**config.mk**
```make
export PLATFORM = sky130hd
export DESIGN_NAME = icmp_scan_address_run_metrics_unit
export DESIGN_NICKNAME = d
export VERILOG_FILES = /design/src/rtl/core/isarm_pkg.sv /design/src/rtl/core/isarm_in_reg.sv /design/src/rtl/core/isarm_core.sv /design/src/rtl/core/isarm_out_reg.sv /design/src/rtl/core/icmp_scan_address_run_metrics_unit.sv
export SDC_FILE = /design/constraint.sdc
export NUM_CORES = 1
export LEC_CHECK = 0
export BUFFER_PORTS_ARGS = -buffer_cell sky130_fd_sc_hd__buf_4
export CORE_ASPECT_RATIO = 2
export CORE_MARGIN = 2
export CORE_UTILIZATION = 55
export DETAILED_ROUTE_END_ITERATION = 7
export PLACE_DENSITY = 0.74
export SETUP_SLACK_MARGIN = 0.1
export SLEW_MARGIN = 20
export SYNTH_ARGS = -nofsm -noshare
export SYNTH_HDL_FRONTEND = slang
export SYNTH_SLANG_ARGS = --single-unit
```
**constraint.sdc**
```tcl
create_clock -name clk -period 14.8 [get_ports clk]
set_input_delay 0.74 -clock clk [delete_from_list [all_inputs] [get_ports clk]]
set_output_delay 0.74 -clock clk [all_outputs]
set_load 0.01 [all_outputs]
```
**src/rtl/core/isarm_pkg.sv**
```systemverilog
`timescale 1ns / 1ps
// ----------------------------------------------------------------------------
// isarm_pkg
// Shared types, widths and constants of the ICMP scan address-run metrics unit.
// ----------------------------------------------------------------------------
package isarm_pkg;

    localparam int ADDR_W      = 32;
    localparam int SUBNET_W    = 24;
    localparam int ICMP_W      = 8;
    localparam int RUN_W       = 8;
    localparam int CNT_W       = 25;
    localparam int IN_TDATA_W  = 48;
    localparam int OUT_TDATA_W = 96;
    localparam int OUT_PAD_W   = OUT_TDATA_W - (3 * CNT_W + 2 * RUN_W);

    localparam longint unsigned MAX_EVENT_FLOWS_DEF = 64'd16777216;
    localparam longint unsigned CNT_FIELD_MAX       = 64'h1FF_FFFF;

    localparam logic [ADDR_W-1:0] SUBNET_MASK = 32'hFFFF_FF00;

    localparam logic [ICMP_W-1:0] ICMP_ECHO_REQ      = 8'd8;
    localparam logic [ICMP_W-1:0] ICMP_TIMESTAMP_REQ = 8'd13;
    localparam logic [ICMP_W-1:0] ICMP_INFO_REQ      = 8'd15;
    localparam logic [ICMP_W-1:0] ICMP_MASK_REQ      = 8'd17;
    localparam logic [ICMP_W-1:0] ICMP_CODE_NONE     = 8'd0;

    typedef struct packed {
        logic [ADDR_W-1:0] dst_addr;
        logic [ICMP_W-1:0] icmp_type;
        logic [ICMP_W-1:0] icmp_code;
        logic              last;
    } flow_t;

    typedef struct packed {
        logic [CNT_W-1:0] flow_count;
        logic [CNT_W-1:0] echo_count;
        logic [RUN_W-1:0] subnet_addr_count_max;
        logic [RUN_W-1:0] addr_run_max;
        logic [CNT_W-1:0] subnet_run_max;
    } result_t;

    typedef struct packed {
        logic take;
        logic load;
    } core_ctl_t;

    function automatic logic [RUN_W-1:0] max_run(input logic [RUN_W-1:0] a,
                                                 input logic [RUN_W-1:0] b);
        return (a > b) ? a : b;
    endfunction

    function automatic logic [CNT_W-1:0] max_cnt(input logic [CNT_W-1:0] a,
                                                 input logic [CNT_W-1:0] b);
        return (a > b) ? a : b;
    endfunction

    function automatic logic [CNT_W-1:0] sat_inc(input logic [CNT_W-1:0] v,
                                                 input logic [CNT_W-1:0] cap);
        return (v < cap) ? v + 1'b1 : cap;
    endfunction

endpackage

```
**src/rtl/core/isarm_in_reg.sv**
```systemverilog
`timescale 1ns / 1ps
// ----------------------------------------------------------------------------
// isarm_in_reg
// Input register: holds one flow transaction until the core takes it.
// ----------------------------------------------------------------------------
module isarm_in_reg
(
    input  logic                               clk,
    input  logic                               rst_n,
    input  logic                               s_tvalid,
    output logic                               s_tready,
    input  logic [isarm_pkg::IN_TDATA_W-1:0]   s_tdata,
    input  logic                               s_tlast,
    input  logic                               take,
    output logic                               item_valid,
    output isarm_pkg::flow_t                   item
);
    import isarm_pkg::*;

    logic  valid_reg;
    logic  valid_next;
    flow_t item_reg;
    logic  load;

    assign s_tready   = !valid_reg || take;
    assign load       = s_tvalid && s_tready;
    assign valid_next = load || (valid_reg && !take);

    always_ff @(posedge clk or negedge rst_n)
    begin
        if (!rst_n)
        begin
            valid_reg <= 1'b0;
        end
        else
        begin
            valid_reg <= valid_next;
        end
    end

    always_ff @(posedge clk)
    begin
        if (load)
        begin
            item_reg.dst_addr  <= s_tdata[ADDR_W-1:0];
            item_reg.icmp_type <= s_tdata[ADDR_W+ICMP_W-1:ADDR_W];
            item_reg.icmp_code <= s_tdata[ADDR_W+2*ICMP_W-1:ADDR_W+ICMP_W];
            item_reg.last      <= s_tlast;
        end
    end

    assign item_valid = valid_reg;
    assign item       = item_reg;

endmodule

```
**src/rtl/core/isarm_core.sv**
```systemverilog
`timescale 1ns / 1ps
// ----------------------------------------------------------------------------
// isarm_core
// Metrics state and the per-flow update: pairs each flow with its predecessor
// and flushes the event into a result on the last flow.
// ----------------------------------------------------------------------------
module isarm_core
#(
    parameter longint unsigned MAX_EVENT_FLOWS = isarm_pkg::MAX_EVENT_FLOWS_DEF
)
(
    input  logic                  clk,
    input  logic                  rst_n,
    input  logic                  item_valid,
    input  isarm_pkg::flow_t      item,
    input  logic                  out_ready,
    output isarm_pkg::core_ctl_t  ctl,
    output isarm_pkg::result_t    result
);
    import isarm_pkg::*;

    localparam longint unsigned CAP_L =
        (MAX_EVENT_FLOWS < CNT_FIELD_MAX) ? MAX_EVENT_FLOWS : CNT_FIELD_MAX;
    localparam logic [CNT_W-1:0] COUNT_CAP = CNT_W'(CAP_L);

    logic [ADDR_W-1:0] prev_addr_reg,          prev_addr_next;
    logic              have_prev_reg,          have_prev_next;
    logic [RUN_W-1:0]  addr_run_reg,           addr_run_next;
    logic [RUN_W-1:0]  best_addr_run_reg,      best_addr_run_next;
    logic [RUN_W-1:0]  published_addr_run_reg, published_addr_run_next;
    logic [CNT_W-1:0]  subnet_run_reg,         subnet_run_next;
    logic [CNT_W-1:0]  best_subnet_run_reg,    best_subnet_run_next;
    logic [RUN_W-1:0]  subnet_addrs_reg,       subnet_addrs_next;
    logic [RUN_W-1:0]  best_subnet_addrs_reg,  best_subnet_addrs_next;
    logic [CNT_W-1:0]  echo_total_reg,         echo_total_next;
    logic [CNT_W-1:0]  flow_total_reg,         flow_total_next;

    logic [SUBNET_W-1:0] sub_prev;
    logic [SUBNET_W-1:0] sub_cur;
    logic                same_subnet;
    logic                next_subnet;
    logic                consec_addr;
    logic                is_echo;
    logic                take;

    logic [RUN_W-1:0]  p_addr_run;
    logic [RUN_W-1:0]  p_best_addr_run;
    logic [RUN_W-1:0]  p_published;
    logic [CNT_W-1:0]  p_subnet_run;
    logic [CNT_W-1:0]  p_best_subnet_run;
    logic [RUN_W-1:0]  p_subnet_addrs;
    logic [RUN_W-1:0]  p_best_subnet_addrs;

    assign take = item_valid && (!item.last || out_ready);
    assign ctl.take = take;
    assign ctl.load = take && item.last;

    assign sub_prev    = prev_addr_reg[ADDR_W-1:ADDR_W-SUBNET_W];
    assign sub_cur     = item.dst_addr[ADDR_W-1:ADDR_W-SUBNET_W];
    assign same_subnet = (prev_addr_reg & SUBNET_MASK) == (item.dst_addr & SUBNET_MASK);
    assign next_subnet = (sub_cur - sub_prev) == SUBNET_W'(1);
    assign consec_addr = (item.dst_addr - prev_addr_reg) == ADDR_W'(1);
    assign is_echo     = ((item.icmp_type == ICMP_ECHO_REQ)
                       || (item.icmp_type == ICMP_TIMESTAMP_REQ)
                       || (item.icmp_type == ICMP_INFO_REQ)
                       || (item.icmp_type == ICMP_MASK_REQ))
                       && (item.icmp_code == ICMP_CODE_NONE);

    // pair the flow with its predecessor
    always_comb
    begin
        p_addr_run          = addr_run_reg;
        p_best_addr_run     = best_addr_run_reg;
        p_published         = published_addr_run_reg;
        p_subnet_run        = subnet_run_reg;
        p_best_subnet_run   = best_subnet_run_reg;
        p_subnet_addrs      = subnet_addrs_reg;
        p_best_subnet_addrs = best_subnet_addrs_reg;
        if (have_prev_reg)
        begin
            if (same_subnet)
            begin
                if (item.dst_addr != prev_addr_reg)
                begin
                    p_subnet_addrs = subnet_addrs_reg + 1'b1;
                    if (consec_addr)
                    begin
                        p_addr_run = addr_run_reg + 1'b1;
                    end
                    else
                    begin
                        p_best_addr_run = max_run(best_addr_run_reg, addr_run_reg);
                        p_addr_run      = RUN_W'(1);
                    end
                end
            end
            else
            begin
                if (next_subnet)
                begin
                    p_subnet_run = sat_inc(subnet_run_reg, COUNT_CAP);
                end
                else
                begin
                    p_best_subnet_run = max_cnt(best_subnet_run_reg, subnet_run_reg);
                    p_subnet_run      = CNT_W'(1);
                end
                p_published         = max_run(published_addr_run_reg, best_addr_run_reg);
                p_best_subnet_addrs = max_run(best_subnet_addrs_reg, subnet_addrs_reg);
                p_subnet_addrs      = RUN_W'(1);
            end
        end
    end

    // flush the event into the result
    always_comb
    begin
        result.subnet_run_max        = max_cnt(p_best_subnet_run, p_subnet_run);
        result.addr_run_max          = max_run(p_published, p_best_addr_run);
        result.subnet_addr_count_max = max_run(p_best_subnet_addrs, p_subnet_addrs);
        result.echo_count            = echo_total_next;
        result.flow_count            = flow_total_next;
    end

    assign flow_total_next = sat_inc(flow_total_reg, COUNT_CAP);
    assign echo_total_next = is_echo ? sat_inc(echo_total_reg, COUNT_CAP) : echo_total_reg;

    always_comb
    begin
        prev_addr_next          = item.dst_addr;
        have_prev_next          = 1'b1;
        addr_run_next           = p_addr_run;
        best_addr_run_next      = p_best_addr_run;
        published_addr_run_next = p_published;
        subnet_run_next         = p_subnet_run;
        best_subnet_run_next    = p_best_subnet_run;
        subnet_addrs_next       = p_subnet_addrs;
        best_subnet_addrs_next  = p_best_subnet_addrs;
        if (item.last)
        begin
            prev_addr_next          = '0;
            have_prev_next          = 1'b0;
            addr_run_next           = RUN_W'(1);
            best_addr_run_next      = RUN_W'(1);
            published_addr_run_next = '0;
            subnet_run_next         = CNT_W'(1);
            best_subnet_run_next    = CNT_W'(1);
            subnet_addrs_next       = RUN_W'(1);
            best_subnet_addrs_next  = RUN_W'(1);
        end
    end

    always_ff @(posedge clk or negedge rst_n)
    begin
        if (!rst_n)
        begin
            prev_addr_reg          <= '0;
            have_prev_reg          <= 1'b0;
            addr_run_reg           <= RUN_W'(1);
            best_addr_run_reg      <= RUN_W'(1);
            published_addr_run_reg <= '0;
            subnet_run_reg         <= CNT_W'(1);
            best_subnet_run_reg    <= CNT_W'(1);
            subnet_addrs_reg       <= RUN_W'(1);
            best_subnet_addrs_reg  <= RUN_W'(1);
            echo_total_reg         <= '0;
            flow_total_reg         <= '0;
        end
        else if (take)
        begin
            prev_addr_reg          <= prev_addr_next;
            have_prev_reg          <= have_prev_next;
            addr_run_reg           <= addr_run_next;
            best_addr_run_reg      <= best_addr_run_next;
            published_addr_run_reg <= published_addr_run_next;
            subnet_run_reg         <= subnet_run_next;
            best_subnet_run_reg    <= best_subnet_run_next;
            subnet_addrs_reg       <= subnet_addrs_next;
            best_subnet_addrs_reg  <= best_subnet_addrs_next;
            echo_total_reg         <= item.last ? '0 : echo_total_next;
            flow_total_reg         <= item.last ? '0 : flow_total_next;
        end
    end

`ifndef SYNTH
    a_last_clears: assert property (@(posedge clk) disable iff (!rst_n)
        take && item.last |=> (flow_total_reg == '0) && !have_prev_reg)
        else $error("event state not cleared after last flow");

    a_flow_counted: assert property (@(posedge clk) disable iff (!rst_n)
        take && !item.last |=> have_prev_reg && (flow_total_reg != '0))
        else $error("accepted flow not recorded");

    a_echo_bound: assert property (@(posedge clk) disable iff (!rst_n)
        (echo_total_reg <= flow_total_reg) && (flow_total_reg <= COUNT_CAP))
        else $error("echo or flow total out of range");

    a_subnet_run_min: assert property (@(posedge clk) disable iff (!rst_n)
        (best_subnet_run_reg != '0) && (subnet_run_reg != '0))
        else $error("subnet run dropped to zero");
`endif

endmodule

```
**src/rtl/core/isarm_out_reg.sv**
```systemverilog
`timescale 1ns / 1ps
// ----------------------------------------------------------------------------
// isarm_out_reg
// Result register: holds one result transaction until the sink takes it.
// ----------------------------------------------------------------------------
module isarm_out_reg
(
    input  logic                               clk,
    input  logic                               rst_n,
    input  isarm_pkg::core_ctl_t               ctl,
    input  isarm_pkg::result_t                 result,
    output logic                               out_ready,
    output logic                               m_tvalid,
    input  logic                               m_tready,
    output logic [isarm_pkg::OUT_TDATA_W-1:0]  m_tdata
);
    import isarm_pkg::*;

    logic    valid_reg;
    logic    valid_next;
    result_t result_reg;

    assign out_ready  = !valid_reg || m_tready;
    assign valid_next = ctl.load || (valid_reg && !m_tready);

    always_ff @(posedge clk or negedge rst_n)
    begin
        if (!rst_n)
        begin
            valid_reg <= 1'b0;
        end
        else
        begin
            valid_reg <= valid_next;
        end
    end

    always_ff @(posedge clk)
    begin
        if (ctl.load)
        begin
            result_reg <= result;
        end
    end

    assign m_tvalid = valid_reg;
    assign m_tdata  = {OUT_PAD_W'(0), result_reg};

endmodule

```
**src/rtl/core/icmp_scan_address_run_metrics_unit.sv**
```systemverilog
`timescale 1ns / 1ps
// ----------------------------------------------------------------------------
// icmp_scan_address_run_metrics_unit
// Address-run and subnet-run metrics over the sorted ICMP flows of one event.
//
//   Channel   Dir  Signals                      Transaction
//   s_axis    in   s_tvalid s_tready s_tdata    one flow, s_tlast ends event
//                  s_tlast
//   m_axis    out  m_tvalid m_tready m_tdata    one metrics result per event
//
// One flow per cycle sustained while no last flow waits on m_axis; a flow
// passes the input register, which feeds the state and result registers.
// A result appears on m_axis the cycle after its last flow is processed.
// rst_n clears all metrics state and the valid flags of both registers.
// A last flow waits in the input register while the result register is full
// and not being taken; other flows never wait on m_axis.
// ----------------------------------------------------------------------------
module icmp_scan_address_run_metrics_unit
#(
    parameter longint unsigned MAX_EVENT_FLOWS = isarm_pkg::MAX_EVENT_FLOWS_DEF
)
(
    input  logic                               clk,
    input  logic                               rst_n,
    input  logic                               s_tvalid,
    output logic                               s_tready,
    // [31:0] dst_addr, [39:32] icmp_type, [47:40] icmp_code
    input  logic [isarm_pkg::IN_TDATA_W-1:0]   s_tdata,
    input  logic                               s_tlast,
    output logic                               m_tvalid,
    input  logic                               m_tready,
    // [24:0] subnet_run_max, [32:25] addr_run_max, [40:33] subnet_addr_count_max,
    // [65:41] echo_count, [90:66] flow_count, [95:91] zero
    output logic [isarm_pkg::OUT_TDATA_W-1:0]  m_tdata
);
    import isarm_pkg::*;

    logic      item_valid;
    flow_t     item;
    core_ctl_t ctl;
    result_t   result;
    logic      out_ready;

    isarm_in_reg u_in_reg
    (
        .clk        (clk),
        .rst_n      (rst_n),
        .s_tvalid   (s_tvalid),
        .s_tready   (s_tready),
        .s_tdata    (s_tdata),
        .s_tlast    (s_tlast),
        .take       (ctl.take),
        .item_valid (item_valid),
        .item       (item)
    );

    isarm_core
    #(
        .MAX_EVENT_FLOWS (MAX_EVENT_FLOWS)
    )
    u_core
    (
        .clk        (clk),
        .rst_n      (rst_n),
        .item_valid (item_valid),
        .item       (item),
        .out_ready  (out_ready),
        .ctl        (ctl),
        .result     (result)
    );

    isarm_out_reg u_out_reg
    (
        .clk       (clk),
        .rst_n     (rst_n),
        .ctl       (ctl),
        .result    (result),
        .out_ready (out_ready),
        .m_tvalid  (m_tvalid),
        .m_tready  (m_tready),
        .m_tdata   (m_tdata)
    );

endmodule

```
==> results.json, run 1 <==
{
  "grt_pass1_vias": 17386,
  "tightest_slew_ns": 1.15,
  "timing_worst_setup_path_type": "flop to flop",
  "syn-instance-count": 2038,
  "drcViolationCount": 0,
  "routed_wl_um": 59800,
  "yosysTopAreaCell": "dfrtp_1",
  "die_w_um": 139,
  "clock-sinks": 315,
  "skew_ns": 0.0143,
  "setup_viol": 0,
  "start_kind": "flop",
  "dpl.hpwl_um": 43900,
  "path_clk_slew_ns": 0.07,
  "cts_tree": "yes",
  "period_minus_slack_ns": 7.66,
  "core_area_sq_um": 35800,
  "vias": 16730,
  "dr.pass1.iters": 7,
  "finalSetupTns_ns": 0,
  "rsz0062_at_grt": "false",
  "clockPowerShare_pct": 32.6,
  "portBuffers": 145,
  "avgSynthCellArea_sq_um": 9.79,
  "cts_hold_buffers": 0,
  "gr-total-overflow": 0,
  "powerDensity_nw_per_um2": 110,
  "cts_root_buffer": "clkbuf_16",
  "fmax_mhz": 131,
  "antennaDiodeCount": 0,
  "multi_input_area_sq_um": 10400,
  "synth_edf_count": 140,
  "grt_use_total_pct": 30.8,
  "synth-seq-cells": 315,
  "gp_congestion": 0.979,
  "period_share_pct": 51.8,
  "final_nets": 2306,
  "synth.most_common_cell": "nand2_1",
  "post_cts_buffers": 0,
  "synth_compound_area_share_pct": 19.5,
  "ctsResizeCount": 0,
  "crit_required_ns": 15.25,
  "p_sw_w": 0.000824,
  "grt_pass1_wl_um": 92400,
  "synth_area_sq_um": 20000,
  "hold_class": "input port to asynchronous set/reset pin",
  "antenna_found_initial": 0,
  "final_cells": 2598,
  "finalHoldViolations": 0,
  "crit_path_max_fanout": 27,
  "cellLeakagePower_nw": 9.61,
  "crit_arrival_ns": 8.11,
  "cts-buffers-inserted": 30,
  "start_util_pct": 55.7,
  "synth.area.top_cells": "dfrtp_1, edfxtp_1, ha_1",
  "syn2layout_area_growth_pct": 11.6,
  "io_pins": 151,
  "synth.cells.most_frequent": "nand2_1, dfrtp_1, edfxtp_1, nor2_1, o21ai_0",
  "cap_violations": 0,
  "synth_top_family_by_area": "compound AO/OA/AOI/OAI gates",
  "status": "finished clean",
  "layout-drive-gt1-share_pct": 14.1,
  "wire_per_inst_um": 23.0,
  "worst_skew_pair.late_latency_ns": 0.61,
  "intPower_w": 0.00161,
  "pwr-share-seq_pct": 40.1,
  "yosys.area_share.simple_pct": 17.0,
  "ys_seq_area_share_pct": 43.0,
  "synth_mux_area_share_pct": 3.77,
  "cp-end-kind": "flop",
  "synthFlopType": "dfrtp_1",
  "htreeDepth": 1,
  "largest_reg_flops": 91,
  "dieArea_sq_um": 37900,
  "vdd_drop_max_mv": 0.114,
  "yosysWarnings": 0,
  "grt_max_degree": 71,
  "nFillCells": 3080,
  "ff2ff_path_depth": 22,
  "synth-xor-area-share_pct": 3.60,
  "synth_top_area_share_pct": 21.2,
  "ff_latch_area_sq_um": 8590,
  "detail-route-antenna-nets": 0,
  "fp-row-count": 98,
  "vias_per_cell": 6.44,
  "first_iter_violations": 1060,
  "dp_cells": 2542,
  "slew_headroom_pct": 23.2,
  "finalMaxSlewViolations": 0,
  "synthDistinctLibCells": 100,
  "synth_fa_ha_area_share_pct": 8.16,
  "cts.path.max_buffers": 3,
  "switching_share_pct": 33.8,
  "synthArstFlopShare_pct": 55.6,
  "combinationalPowerShare_pct": 27.4,
  "die_y_um": 273
}
[metal layers]
layer / vias to the layer above / GRT usage, % / wire, um
met1: 8202 / 29.0 / 19200
met3: 239 / 3.53 / 2470
met2: 597 / 60.2 / 33200
li1: 7692 / - / -
met4: 0 / 23.0 / 4900
met5: - / 0 / 0
[placed cells by master, fill, tap and decap left out, types with 40 or more instances in the layout]
master / n
nand2_1: 177
dfrtp_1: 169
buf_4: 161
edfxtp_1: 140
o21ai_0: 129
nor2_1: 128
ha_1: 127
inv_1: 113
a21oi_1: 102
a22o_1: 71
nand3_1: 54
xnor2_1: 50
nand4_1: 49
mux2i_1: 47
a21o_1: 45
nor3_1: 40
[final timing paths]
kind | slack, ns | end | start
setup / recovery | 7.14 | u_out_reg.m_tdata[23] | u_in_reg.item[32]
hold / removal | 0.15 | u_core.prev_addr_reg[29] | rst_n
setup reg to reg | 7.14 | u_out_reg.m_tdata[23] | u_in_reg.item[32]
hold reg to reg | 0.50 | u_core.prev_addr_reg[31] | u_core.prev_addr_reg[31]
max in group asynchronous | 12.58 | u_core.best_subnet_run_reg[21] | rst_n
min in group clk | 0.31 | u_in_reg.item[35] | s_tdata[18]
[worst max-delay path: stages (launching register included)]
cell and delay [ns]:
edfxtp_1 0.39, ha_1 0.62, nand4_1 0.48, nor2_1 0.31, a221oi_2 0.12, nor3_1 0.17
mux2_2 0.38, nand4_1 0.13, and3b_1 0.28, nor2_4 0.71, mux2_2 0.42, ha_1 0.32
nor2b_1 0.15, o21a_1 0.17, o21ai_0 0.15, a21oi_1 0.08, or3b_2 0.46, a31o_2 0.24
a21oi_1 0.29, nand2b_1 0.39, nand2_1 0.60, or3_1 0.53, o211ai_1 0.10
[power by group through the flow]
stage / Sequential (W) / Combinational (W) / Clock, W
floorplan: 0.000995 / 0.000449 / 0
global route: 0.000980 / 0.000713 / 0.000841
finish: 0.000977 / 0.000667 / 0.000794
CTS: 0.000977 / 0.000656 / 0.000810
global placement: 0.000993 / 0.000644 / 0
detailed placement: 0.000994 / 0.000652 / 0
[cell type report]
cell class | count | share of cell area [%]
Multi-Input combinational cell | 1500 | 46.9
Sequential cell | 315 | 38.6
Clock inverter | 13 | 0.584
Clock buffer | 43 | 4.01
Inverter | 115 | 1.95
Tap cell | 450 | 2.53
Timing Repair Buffer | 162 | 5.48
[logic make-up after synthesis]
logic type / count (synthesis)
adders and majority gates: 129
xor gates and xnor gates: 82
buffers and inverters: 227
DFF: 315
muxes: 72
other: 1
AOI/OAI and AO/OA: 560
and+or+nand+nor: 652
[through the flow]
stage / setup slack, ns / cell area, sq um / hold WS [ns] / power (W) / utilization [%]
detailed placement: 7.28 / 21200 / 0.492 / 0.00165 / 59.3
global placement: 7.47 / 21200 / 0.473 / 0.00164 / 59.3
CTS: 7.24 / 22300 / 0.169 / 0.00244 / 62.2
global route: 6.70 / 22300 / 0.200 / 0.00253 / 62.2
finish: 7.14 / 22300 / 0.152 / 0.00244 / 62.2
floorplan: 8.96 / 20000 / 0.444 / 0.00144 / -
Power figures use the tool's default switching activity.
==> inputs of run 2 (changes only) <==
- ABC_AREA: unset -> 1
- clock period: 14.8 -> 7.9 ns (I/O delays scaled with it)
==> results.json, run 2 <==
{
  "status": "finished clean",
  "start_util_pct": 55.4,
  "io_pins": 151,
  "dpl_worst_slack_ns": 1.48,
  "dpl.hpwl_um": 37000,
  "synth.cells.most_frequent": "nand2_1, inv_1, o21ai_0, dfrtp_1, nand3_1",
  "skew_ns": 0.0136,
  "synthDistinctLibCells": 49,
  "finalHoldViolations": 0,
  "slew_headroom_pct": 29.4,
  "grt_max_degree": 105,
  "cpMaxStageDelayCell": "clkinv_1",
  "syn-instance-count": 2624,
  "vias_per_cell": 5.52,
  "synth_area_sq_um": 20100,
  "synth.most_common_cell": "nand2_1",
  "cpPeakStageDelay_ns": 0.85,
  "portBuffers": 145,
  "setup_viol": 0,
  "cts_tree": "yes",
  "grt_pass1_wl_um": 86000,
  "die_y_um": 274,
  "wire_per_inst_um": 15.8,
  "dieArea_sq_um": 38100,
  "worst_slack_ns": 1.07,
  "crit_required_ns": 8.20,
  "crit_arrival_ns": 7.13,
  "synth_top_area_share_pct": 21.1,
  "power_w": 0.00809,
  "finalMaxSlewViolations": 0,
  "path_clk_slew_ns": 0.07,
  "ctsResizeCount": 0,
  "powerDensity_nw_per_um2": 350,
  "grt_pass1_vias": 17375,
  "path_common_cell": "nand2_1",
  "cts_root_buffer": "clkbuf_16",
  "synth_edf_count": 140,
  "hold_class": "input port to flop",
  "yosysWarnings": 0,
  "timing_worst_setup_path_type": "flop to flop",
  "period_share_pct": 86.5,
  "avgSynthCellArea_sq_um": 7.64,
  "cellLeakagePower_nw": 11.2,
  "largest_reg_flops": 91,
  "antennaDiodeCount": 0,
  "synthArstFlopShare_pct": 55.6,
  "dr.pass1.iters": 6,
  "tightest_slew_ns": 1.05,
  "htreeDepth": 1,
  "cts-buffers-inserted": 30,
  "antenna_found_initial": 0,
  "fp-row-count": 99,
  "rsz0062_at_grt": "false",
  "detail-route-antenna-nets": 0,
  "yosysTopAreaCell": "dfrtp_1",
  "post_cts_buffers": 0,
  "syn2layout_area_growth_pct": 15.3,
  "cts.path.max_buffers": 3,
  "die_w_um": 139,
  "gp_congestion": 0.983,
  "clock-sinks": 315,
  "drcViolationCount": 0,
  "cts_hold_buffers": 50,
  "worst_skew_pair.late_latency_ns": 0.58,
  "finalSetupTns_ns": 0,
  "grt_use_total_pct": 27.3,
  "synth-seq-cells": 315,
  "vias": 18113,
  "period_minus_slack_ns": 6.83,
  "synth.area.top_cells": "dfrtp_1, edfxtp_1, nand2_1",
  "layout-drive-gt1-share_pct": 9.88,
  "core_area_sq_um": 36200,
  "gr-total-overflow": 0,
  "start_kind": "flop",
  "mostFrequentLayoutCells": "nand2_1, inv_1, o21ai_0, dfrtp_1, buf_4",
  "synthFlopType": "dfrtp_1",
  "routed_wl_um": 51800,
  "fmax_mhz": 146,
  "vdd_drop_max_mv": 0.589,
  "first_iter_violations": 1523,
  "ys_seq_area_share_pct": 42.8,
  "layout_commonest_cell": "nand2_1",
  "final_nets": 2983,
  "whs_ns": 0.0232,
  "cap_violations": 0,
  "cp-end-kind": "flop",
  "crit_path_max_fanout": 31
}
## run 2: cell count changes in the layout (fill, tap and decap cells not counted), sizes merged, moves of 49 or more
cell / before / now
a22o: 71 / 5
nand3: 55 / 157
dlygate4sd3: 0 / 50
xnor2: 50 / 1
o21ai: 155 / 223
nand2: 182 / 720
inv: 117 / 442
## run 2: path summary, 6_finish.rpt
path / startpoint / end / slack (ns) / cells past startpoint
worst min register to register: u_core.addr_run_reg[5] / u_core.addr_run_reg[5] / 0.49 / 2
min in group asynchronous: rst_n / u_core.prev_addr_reg[5] / 0.30 / 2
worst max-delay path: u_in_reg.item[25] / u_out_reg.m_tdata[13] / 1.07 / 29
worst min-delay path: m_tready / u_out_reg.m_tvalid / 0.02 / 2
max in group asynchronous: rst_n / u_core.subnet_run_reg[6] / 6.30 / 3
worst max register to register: u_in_reg.item[25] / u_out_reg.m_tdata[13] / 1.07 / 29
## run 2: cell type report
cell class / count / area [sq um]
Clock buffer: 37 / 818
Clock inverter: 19 / 243
Fill cell: 3153 / 13000
Inverter: 442 / 1660
Multi-Input combinational cell: 1803 / 9530
Sequential cell: 315 / 8590
Tap cell: 454 / 568
Timing Repair Buffer: 209 / 1720
## run 2: routing by layer
| layer | up-vias | global-route usage, % | share of wire, % |
|---|---|---|---|
| met4 | 0 | 8.96 | 2.7 |
| met1 | 8454 | 36.9 | 45 |
| met2 | 571 | 45.9 | 47 |
| met3 | 86 | 3.42 | 5.4 |
| met5 | - | 0 | 0 |
| li1 | 9002 | - | - |
## run 2: through the flow
stage | utilization, % | cells | instance area, sq um
floorplan | - | 2628 | 20100
global placement | 59.5 | 3171 | 21500
detailed placement | 59.5 | 3171 | 21500
CTS | 63.8 | 3277 | 23100
global route | 64.0 | 3279 | 23100
finish | 64.0 | 3279 | 23100
## run 2: worst max-delay path, delay by kind of cell, from the launching register on
family,cells,cell delay (ns)
AND/OR/NAND/NOR,14,2.74
AO/OA/AOI/OAI,8,1.29
buffers and inverters,3,1.04
adder cells (fa/ha/maj),3,0.85
flip-flops,1,0.39
XOR/XNOR,1,0.18
## run 2: cells by family (layout without fill, tap and decap cells)
| group | count (synthesis) | after routing | share of synthesized area (%) |
|---|---|---|---|
| AO/OA/AOI/OAI | 420 | 420 | 11.7 |
| XOR/XNOR | 32 | 32 | 1.40 |
| adder cells (fa/ha/maj) | 129 | 129 | 8.12 |
| buffers and inverters | 510 | 707 | 9.81 |
| flip-flops | 315 | 315 | 42.8 |
| other | 1 | 5 | 0.0187 |
| AND/OR/NAND/NOR | 1217 | 1217 | 26.2 |
## run 2: power breakdown
part / leakage, nW / total, W / switching (W) / internal, W
registers: 3.73 / 0.00219 / 0.000118 / 0.00207
logic: 6.92 / 0.00435 / 0.00290 / 0.00145
clock network: 0.514 / 0.00156 / 0.000655 / 0.000904
total: 11.2 / 0.00809 / 0.00367 / 0.00442
==> inputs of run 3 (changes only) <==
- ABC_AREA: 1 -> unset
- CORE_MARGIN: 2 -> 1
==> results.json, run 3 (synthesis gave the netlist of run 1 again) <==
{
  "p_sw_w": 0.00154,
  "wire_per_inst_um": 22.4,
  "first_iter_violations": 1038,
  "dr.pass1.iters": 6,
  "finalMaxSlewViolations": 0,
  "hold_class": "input port to flop",
  "finalHoldViolations": 0,
  "power_w": 0.00456,
  "powerDensity_nw_per_um2": 200,
  "fmax_mhz": 138,
  "detail-route-antenna-nets": 0,
  "antennaDiodeCount": 0,
  "layout_commonest_cell": "nand2_1",
  "vias_per_cell": 6.39,
  "core_area_sq_um": 35700,
  "path_cells": "inv_1, ha_1, inv_1, fa_1, nand3_1, nand2_2, a221oi_2, xnor2_1, a2111oi_1, nand4_1, nand4b_4, nand2_1, nand2_1, ha_1, a21o_1, a21oi_1, or3b_2, a31o_2, a21oi_1, nor2b_1, nand2_1, o21ai_0, a221o_1",
  "die_w_um": 137,
  "ff_latch_area_sq_um": 8590,
  "layout-drive-gt1-share_pct": 13.9,
  "clockPowerShare_pct": 31.8,
  "crit_required_ns": 8.22,
  "final_nets": 2363,
  "path_clk_slew_ns": 0.06,
  "worst_skew_pair.late_latency_ns": 0.60,
  "gr-total-overflow": 0,
  "cp_top_family": "simple AND/OR/NAND/NOR gates",
  "vias": 16975,
  "status": "finished clean",
  "dieArea_sq_um": 37100,
  "routed_wl_um": 59600,
  "clock-sinks": 315,
  "slew_headroom_pct": 27.2,
  "finalSetupTns_ns": 0,
  "cap_violations": 0,
  "timing_worst_setup_path_type": "flop to flop",
  "cp-end-kind": "flop",
  "grt_pass1_vias": 17510,
  "gp_congestion": 1.03,
  "cts.path.max_buffers": 3,
  "dpl.hpwl_um": 43400,
  "cts_tree": "yes",
  "syn2layout_area_growth_pct": 14.2,
  "grt_max_degree": 109,
  "portBuffers": 145,
  "pwr-share-seq_pct": 40.2,
  "crit_buf_inv": 2,
  "largest_reg_flops": 91,
  "start_util_pct": 55.9,
  "grt_pass1_wl_um": 92900,
  "mostFrequentLayoutCells": "nand2_1, dfrtp_1, buf_4, edfxtp_1, o21ai_0",
  "io_pins": 151,
  "cpMaxStageDelayCell": "a2111oi_1",
  "cts-buffers-inserted": 30,
  "period_share_pct": 92.1,
  "cellLeakagePower_nw": 9.83,
  "intPower_w": 0.00302,
  "rsz0062_at_grt": "false",
  "antenna_found_initial": 0,
  "start_kind": "flop",
  "fp-row-count": 98,
  "crit_path_max_fanout": 15,
  "post_cts_buffers": 0,
  "cts_root_buffer": "clkbuf_16",
  "crit_arrival_ns": 7.59,
  "path_common_cell": "nand2_1",
  "multi_input_area_sq_um": 10400,
  "vdd_drop_max_mv": 0.246,
  "combinationalPowerShare_pct": 28.0,
  "setup_viol": 0,
  "htreeDepth": 1,
  "die_y_um": 271,
  "grt_use_total_pct": 32.7,
  "tightest_slew_ns": 1.09,
  "nFillCells": 2929,
  "switching_share_pct": 33.7,
  "cpPeakStageDelay_ns": 0.70,
  "drcViolationCount": 0,
  "period_minus_slack_ns": 7.27,
  "skew_ns": 0.0322
}
run 3: cell types whose count changed in the layout (fill, tap and decap cells not counted), moves of 45 or more:
| cell | before | now |
|---|---|---|
| o21ai_0 | 182 | 129 |
| xnor2_1 | 1 | 50 |
| inv_1 | 421 | 113 |
| a22o_1 | 5 | 71 |
| nand2_1 | 715 | 177 |
| mux2i_1 | 0 | 47 |
| nand3_1 | 155 | 54 |
| a21o_1 | 0 | 45 |
run 3: path summary, 6_finish.rpt:
kind,startpoint,end,slack [ns],cells after the start
min in group asynchronous,rst_n,u_core.prev_addr_reg[21],0.49,2
setup reg to reg,u_in_reg.item[25],u_out_reg.m_tdata[17],0.63,23
max in group asynchronous,rst_n,u_core.subnet_run_reg[22],5.85,3
hold reg to reg,u_core.prev_addr_reg[31],u_core.prev_addr_reg[31],0.49,2
hold / removal,m_tready,u_out_reg.m_tvalid,0.03,2
setup / recovery,u_in_reg.item[25],u_out_reg.m_tdata[17],0.63,23
run 3: metal layers:
layer  GRT usage (%)  share of wire, %
met5               0                 0
met4            23.7               7.8
met3            3.60               4.5
met2            61.7                55
met1            31.8                33
run 3: stage by stage:
stage               util, %  instance area [sq um]  hold slack, ns  std cells  setup WS (ns)
CTS                    63.9                  22800          0.0141       2655          0.756
floorplan                 -                  20000          0.0994       2042           2.06
finish                 63.9                  22800          0.0292       2655          0.628
detailed placement     59.7                  21300           0.479       2549          0.781
global placement       59.6                  21300           0.470       2548          0.878
global route           63.9                  22800          0.0365       2655          0.244
run 3: power by group through the flow:
stage	combinational (W)	clock, W	sequential [W]
2_1_floorplan	0.000841	0	0.00186
3_3_place_gp	0.00121	0	0.00186
3_5_place_dp	0.00123	0	0.00186
4_1_cts	0.00125	0.00148	0.00183
5_1_grt	0.00136	0.00154	0.00184
6_report	0.00127	0.00145	0.00183
run 3: layout make-up:
| cell class | count | area share (%) |
|---|---|---|
| sequential | 315 | 37.7 |
| clock inverter | 18 | 0.818 |
| timing repair buffer | 219 | 7.85 |
| clock buffer | 38 | 3.51 |
| inverter | 115 | 1.91 |
| multi-input combinational | 1500 | 45.8 |
| tap | 450 | 2.47 |
run 3: timing repair:
action                                  CTS  global route
resized for setup                         0             0
hold endpoints to repair                 98             0
hold buffers                             50             0
endpoints found under the setup margin    0             0
